--- src/rtl/dbnc_pkg.sv ---
// Package for the multi-channel asymmetric debouncer.
// Holds field widths, register index codes and the shared struct types.
// No dependencies.
package dbnc_pkg;

  // Fixed widths of the word fields and the configuration port.
  localparam int FIELD_BITS     = 8;
  localparam int HOLD_BITS      = 16;
  localparam int CFG_INDEX_BITS = 2;
  localparam int CFG_DATA_BITS  = 16;

  // Defaults for the top-level parameters.
  localparam int CHANNELS_DEFAULT   = 8;
  localparam int COUNT_BITS_DEFAULT = 16;

  // Configuration register indexes.
  localparam logic [CFG_INDEX_BITS-1:0] REG_RISE_HOLD = 2'd0;
  localparam logic [CFG_INDEX_BITS-1:0] REG_FALL_HOLD = 2'd1;
  localparam logic [CFG_INDEX_BITS-1:0] REG_ON_LEVEL  = 2'd2;

  // Register values shared by every lane.
  typedef struct packed {
    logic [HOLD_BITS-1:0] rise_hold;
    logic [HOLD_BITS-1:0] fall_hold;
    logic                 on_level;
  } cfg_regs_t;

  // Per-channel status after the current tick.
  typedef struct packed {
    logic stable;
    logic rise;
    logic fall;
  } lane_status_t;

endpackage

--- src/rtl/dbnc_lane.sv ---
// One debouncer channel: stable level, saturating mismatch counter, sticky flags.
// Depends on dbnc_pkg for cfg_regs_t and lane_status_t.
module dbnc_lane
  import dbnc_pkg::*;
#(
  parameter int COUNT_BITS = COUNT_BITS_DEFAULT
) (
  input  logic         clk,
  input  logic         rst,
  input  logic         tick,
  input  logic         raw,
  input  logic         clr_rise,
  input  logic         clr_fall,
  input  cfg_regs_t    cfg_regs,
  output lane_status_t status_next
);

  localparam int CMP_BITS = (COUNT_BITS > HOLD_BITS) ? COUNT_BITS : HOLD_BITS;

  logic                  stable;
  logic                  rise;
  logic                  fall;
  logic [COUNT_BITS-1:0] count;

  logic                  stable_next;
  logic                  rise_next;
  logic                  fall_next;
  logic [COUNT_BITS-1:0] count_next;
  logic                  at_on;
  logic [HOLD_BITS-1:0]  hold;
  logic                  commit;

  // Count up while the raw level differs, saturating; drop to zero on a match.
  always_comb begin
    if (raw != stable) begin
      count_next = (&count) ? count : count + COUNT_BITS'(1);
    end else begin
      count_next = '0;
    end
  end

  // The hold that applies depends on which side the stable level sits.
  assign at_on  = (stable == cfg_regs.on_level);
  assign hold   = at_on ? cfg_regs.rise_hold : cfg_regs.fall_hold;
  assign commit = CMP_BITS'(count_next) > CMP_BITS'(hold);

  // Clears act before a commit, so a commit in the same tick wins.
  assign stable_next = commit ? raw : stable;
  assign rise_next   = (rise & ~clr_rise) | (commit & at_on);
  assign fall_next   = (fall & ~clr_fall) | (commit & ~at_on);

  assign status_next = '{stable: stable_next, rise: rise_next, fall: fall_next};

  // Channel state advances once per accepted word.
  always_ff @(posedge clk) begin
    if (rst) begin
      stable <= 1'b0;
      rise   <= 1'b0;
      fall   <= 1'b0;
      count  <= '0;
    end else if (tick) begin
      stable <= stable_next;
      rise   <= rise_next;
      fall   <= fall_next;
      count  <= count_next;
    end
  end

endmodule

--- config.mk ---
export PLATFORM = sky130hd
export DESIGN_NAME = dbnc_lane
export DESIGN_NICKNAME = d
export VERILOG_FILES = /design/src/rtl/dbnc_pkg.sv /design/src/rtl/dbnc_lane.sv
export SDC_FILE = /design/constraint.sdc
export NUM_CORES = 1
export LEC_CHECK = 0
export BUFFER_PORTS_ARGS = -buffer_cell sky130_fd_sc_hd__buf_2
export CORE_ASPECT_RATIO = 1.4
export CORE_MARGIN = 10
export CORE_UTILIZATION = 48
export CTS_CLUSTER_SIZE = 30
export DETAILED_ROUTE_END_ITERATION = 12
export HOLD_SLACK_MARGIN = 0.02
export PLACE_DENSITY = 0.75
export SLEW_MARGIN = 5
export SYNTH_ARGS = -nofsm -noshare
export SYNTH_HDL_FRONTEND = slang
export SYNTH_SLANG_ARGS = --single-unit
--- constraint.sdc ---
create_clock -name clk -period 5.1 [get_ports clk]
set_input_delay 1.275 -clock clk [delete_from_list [all_inputs] [get_ports clk]]
set_output_delay 1.275 -clock clk [all_outputs]
set_load 0.01 [all_outputs]
Word-level counts from Yosys, hierarchy flattened
Cells that the tools add are included.

Bits in registers: 19. Output and inout port bits: 3. Bits in latches: 0. Memories: 0. Logic and storage cells: 22. RAM bits: 0. Input bits: 39. ROM bits: 0.

$lt $le $gt $ge: 1. Muxes and demuxes: 4. Shift operators: 0. Equality and inequality tests: 2. Bitwise operators: 9. Add/sub/neg operators: 1. Divide/modulo/power cells: 0. $mul: 0. Reduce and logical (&&, ||, !) cells: 1.

Operator list (count): 16-bit two-way mux (3); 16-bit by 1-bit adder with 16-bit output (second input constant) (1); 16-bit > comparator (1); 16-bit AND reduction (1); 1-bit AND (4); 1-bit inverter (3); 1-bit OR (2); 1-bit equality test (1); 1-bit two-way mux (1); 1-bit != test (1).

Longest topological paths before layout
Depth after elaboration: 6. Mapped depth: 14. Mapped depth without buffers: 12.

Worst setup path after synthesis
Ideal clock, no wire load.

Path type: input to output. Start: input raw. End: output status_next[2] (netlist name). Buffers on the path: 3. Slack: 35 ps. Arrival time: 3790 ps. Stages on the path: 11. Required time: 3825 ps. Cell sequence: xnor2_1 > clkbuf_1 > clkbuf_1 > nor2_1 > ha_1 > a21oi_1 > nand3_1 > a221o_1 > o31ai_1 > mux2_2 > buf_4.

Longest elaborated chain between the ends: 4.

RTL lines: start: declaration (RTL line dbnc_lane.sv:11) `input logic raw,`; 1-bit != test (RTL line dbnc_lane.sv:35) `if (raw != stable) begin`; 16-bit two-way mux (RTL line dbnc_lane.sv:35); net count_next[7] (RTL line dbnc_lane.sv:28) `logic [COUNT_BITS-1:0] count_next;`; 16-bit > comparator (RTL line dbnc_lane.sv:45) `assign commit = CMP_BITS'(count_next) > CMP_BITS'(hold);`; 1-bit two-way mux (RTL line dbnc_lane.sv:48) `assign stable_next = commit ? raw : stable;`; end: declaration (RTL line dbnc_lane.sv:15) `output lane_status_t status_next`.

The timed path passes the listed nets, and every way through them passes these cells.

==> flow_metrics.env <==
export IMPL_drive_gt1_frac=0.279
export IMPL_syn_mean_instance_area_um2=7.84
export IMPL_maxCapViolCount=0
export IMPL_period_share=0.968
export IMPL_r2r_cells=12
export IMPL_place_hpwl_mm=4.37
export IMPL_cts_tree="done"
export IMPL_die_area_um2=6970
export IMPL_crit_path_end_kind="output port"
export IMPL_synth_commonest_cells="nand2_1 (27), nor2_1 (21), dfxtp_1 (19)"
export IMPL_synth_ff_type="dfxtp_1"
export IMPL_synth_most_common_cell="nand2_1"
export IMPL_postSynthCellCount=245
export IMPL_numCtsBuffers=3
export IMPL_syn_num_nets=301
export IMPL_maxSlewHeadroom=0.464
export IMPL_rsz0062_at_grt="no"
export IMPL_syn_area_um2=1920
export IMPL_via_per_inst=6.13
export IMPL_ir_worst_vdd_uv=102
export IMPL_wl_per_cell_um=16.8
export IMPL_critical_path_required_ns=3.83
export IMPL_detail_route_antenna_nets=0
export IMPL_slew_viol_final=0
export IMPL_multiInputGateArea_um2=1490
export IMPL_initial_core_util=0.495
export IMPL_reg2reg_from="count[0]$_SDFFE_PP0P_"
export IMPL_num_rows=27
export IMPL_period_needed_ns=4.94
export IMPL_ys_top_cells_by_area="dfxtp_1 (20%), ha_1 (11%), mux2i_1 (8.3%)"
export IMPL_synth_cell_types=51
export IMPL_die_height_um=94.9
export IMPL_min_path_cells=2
export IMPL_synth_edff_count=0
export IMPL_fillers=364
export IMPL_grt_antenna_before_repair=0
export IMPL_grt_total_usage=0.149
export IMPL_regArea_um2=384
export IMPL_wl_mm=5.58
export IMPL_reg2reg_slack_ns=1.49
export IMPL_grt_pass1_wl_mm=8.58
export IMPL_powerDensity_nw_per_um2=141
export IMPL_diodes=0
export IMPL_first_iter_violations=98
export IMPL_drc=0
export IMPL_crit_type="in2out"
export IMPL_outcome="finished, final reports clean"
export IMPL_dr_pass1_iters=5
export IMPL_wl_met1_mm=2.05
export IMPL_core_um2=3880
export IMPL_cts_setup_buffers=0
export IMPL_critPathLaunch="raw"
export IMPL_cts_root_buf="clkbuf_8"
export IMPL_fin_worst_skew_ns=0.00562
export IMPL_cp_start_kind="input port"
export IMPL_synth_top_area_frac=0.198
export IMPL_vias=2042
export IMPL_synth_seq_cells=19
export IMPL_layout_nets=347
export IMPL_met3RoutedLength_um=323
export IMPL_num_io_pins=42
export IMPL_clk_pin_slew_ns=0.08
export IMPL_tightest_slew_ns=0.794
export IMPL_htreeDepth=1
export IMPL_hold_class="reg2reg"
export IMPL_gp_congestion=0.870
export IMPL_cts_hold_fix_buffers=0
export IMPL_yosysWarnings=0
export IMPL_setup_slack_ns=0.161
export IMPL_ys_seq_area_frac=0.198
export IMPL_fp_dieW_um=73.5
export IMPL_portBuffers=41
export IMPL_crit_end="status_next[2]"
export IMPL_total_leakage_power_nw=0.985
export IMPL_cp_max_fo=11
export IMPL_area_growth_syn_to_layout_pct=21.5
export IMPL_timing_rr_end="stable$_SDFFE_PP0P_"
export IMPL_grt_remaining_overflow=0
export IMPL_timing_hold_ws_ns=0.473
export IMPL_clk_latency_ns=0.26
export IMPL_synth_largest_area_cell="dfxtp_1"
export IMPL_grt_pass1_vias=1973
export IMPL_cp_data_arrival_time_ns=3.66
export IMPL_clock_sinks=19
export IMPL_dr_max_layer_used="met4"
export IMPL_max_freq_mhz=202
export IMPL_grt_max_degree=21
export IMPL_async_flop_share=0
export IMPL_final_hold_violation_count=0
export IMPL_wl_met2_mm=3.09
export IMPL_pre_cts_ws_ns=-0.0146
export IMPL_clockBufferDepth=2
export IMPL_setup_viol=0
power breakdown:
part	switching [W]	internal [W]	total (W)
logic	0.0000385	0.0000322	0.0000707
clock network	0.0000540	0.0000557	0.000110
registers	0.000000357	0.000149	0.000149
worst min-delay path by stage:
stage,from,to,slack [ns]
floorplan,fall$_SDFFE_PP0P_,fall$_SDFFE_PP0P_,0.45
global placement,rise$_SDFFE_PP0P_,rise$_SDFFE_PP0P_,0.46
detailed placement,fall$_SDFFE_PP0P_,fall$_SDFFE_PP0P_,0.46
CTS,fall$_SDFFE_PP0P_,fall$_SDFFE_PP0P_,0.47
global route,rise$_SDFFE_PP0P_,rise$_SDFFE_PP0P_,0.51
finish,fall$_SDFFE_PP0P_,fall$_SDFFE_PP0P_,0.47
sequential cells by signal (all words and copies together) (netlist names):
register  count
fall          1
stable        1
count        16
rise          1
logic make-up after synthesis:
kind of cell,count (synthesis),synth area share
flip-flops,19,0.198
multiplexers,17,0.0892
adder cells (fa/ha/maj),17,0.111
AND/OR/NAND/NOR,96,0.263
buffers and inverters,23,0.0534
AO/OA/AOI/OAI,58,0.214
XOR/XNOR,15,0.0723
routing by layer:
metal  GRT usage  vias to the layer above
met3      0.0220                       12
met4      0.0498                        0
li1            -                     1004
met1       0.153                      963
met5           0                        -
met2       0.289                       63
layout by cell type (no fill, tap or decap), types with 7 or more instances in the layout:
cell type  instances
buf_4             15
nand3_1           12
or3_1              7
ha_1              17
buf_2             41
nand2_1           27
nor2_1            21
xnor2_1            7
dfxtp_1           16
a21oi_1           16
nand4_1            8
mux2i_1           16
a31oi_1            7
cell type report:
type | count | area share
Inverter | 7 | 0.0112
Timing Repair Buffer | 57 | 0.145
Multi-Input combinational cell | 203 | 0.637
Sequential cell | 19 | 0.164
Tap cell | 43 | 0.0230
Clock buffer | 4 | 0.0193
what timing repair did:
item,CTS,global route
setup endpoints to repair,1,3
pin swaps,0,0
gates resized for setup,4,9
worst max-delay path, stage by stage:
cell     delay [ns]
buf_2          0.14
xnor2_1        0.13
buf_4          0.19
a31o_2         0.23
nor2_1         0.11
ha_1           0.25
nand3_1        0.17
nor3_1         0.08
a221o_1        0.37
o31ai_4        0.23
mux2_2         0.36
buf_2          0.14
stage by stage:
step | instances | instance area, µm² | TNS (ns) | utilization | total power [W]
finish | 333 | 2340 | 0 | 0.601 | 0.000330
floorplan | 245 | 1920 | 0 | - | 0.000191
global placement | 329 | 2240 | 0 | 0.576 | 0.000220
detailed placement | 329 | 2240 | -0.0146 | 0.576 | 0.000222
global route | 333 | 2340 | 0 | 0.601 | 0.000343
CTS | 333 | 2300 | 0 | 0.593 | 0.000330
(Power assumes the default switching activity.)
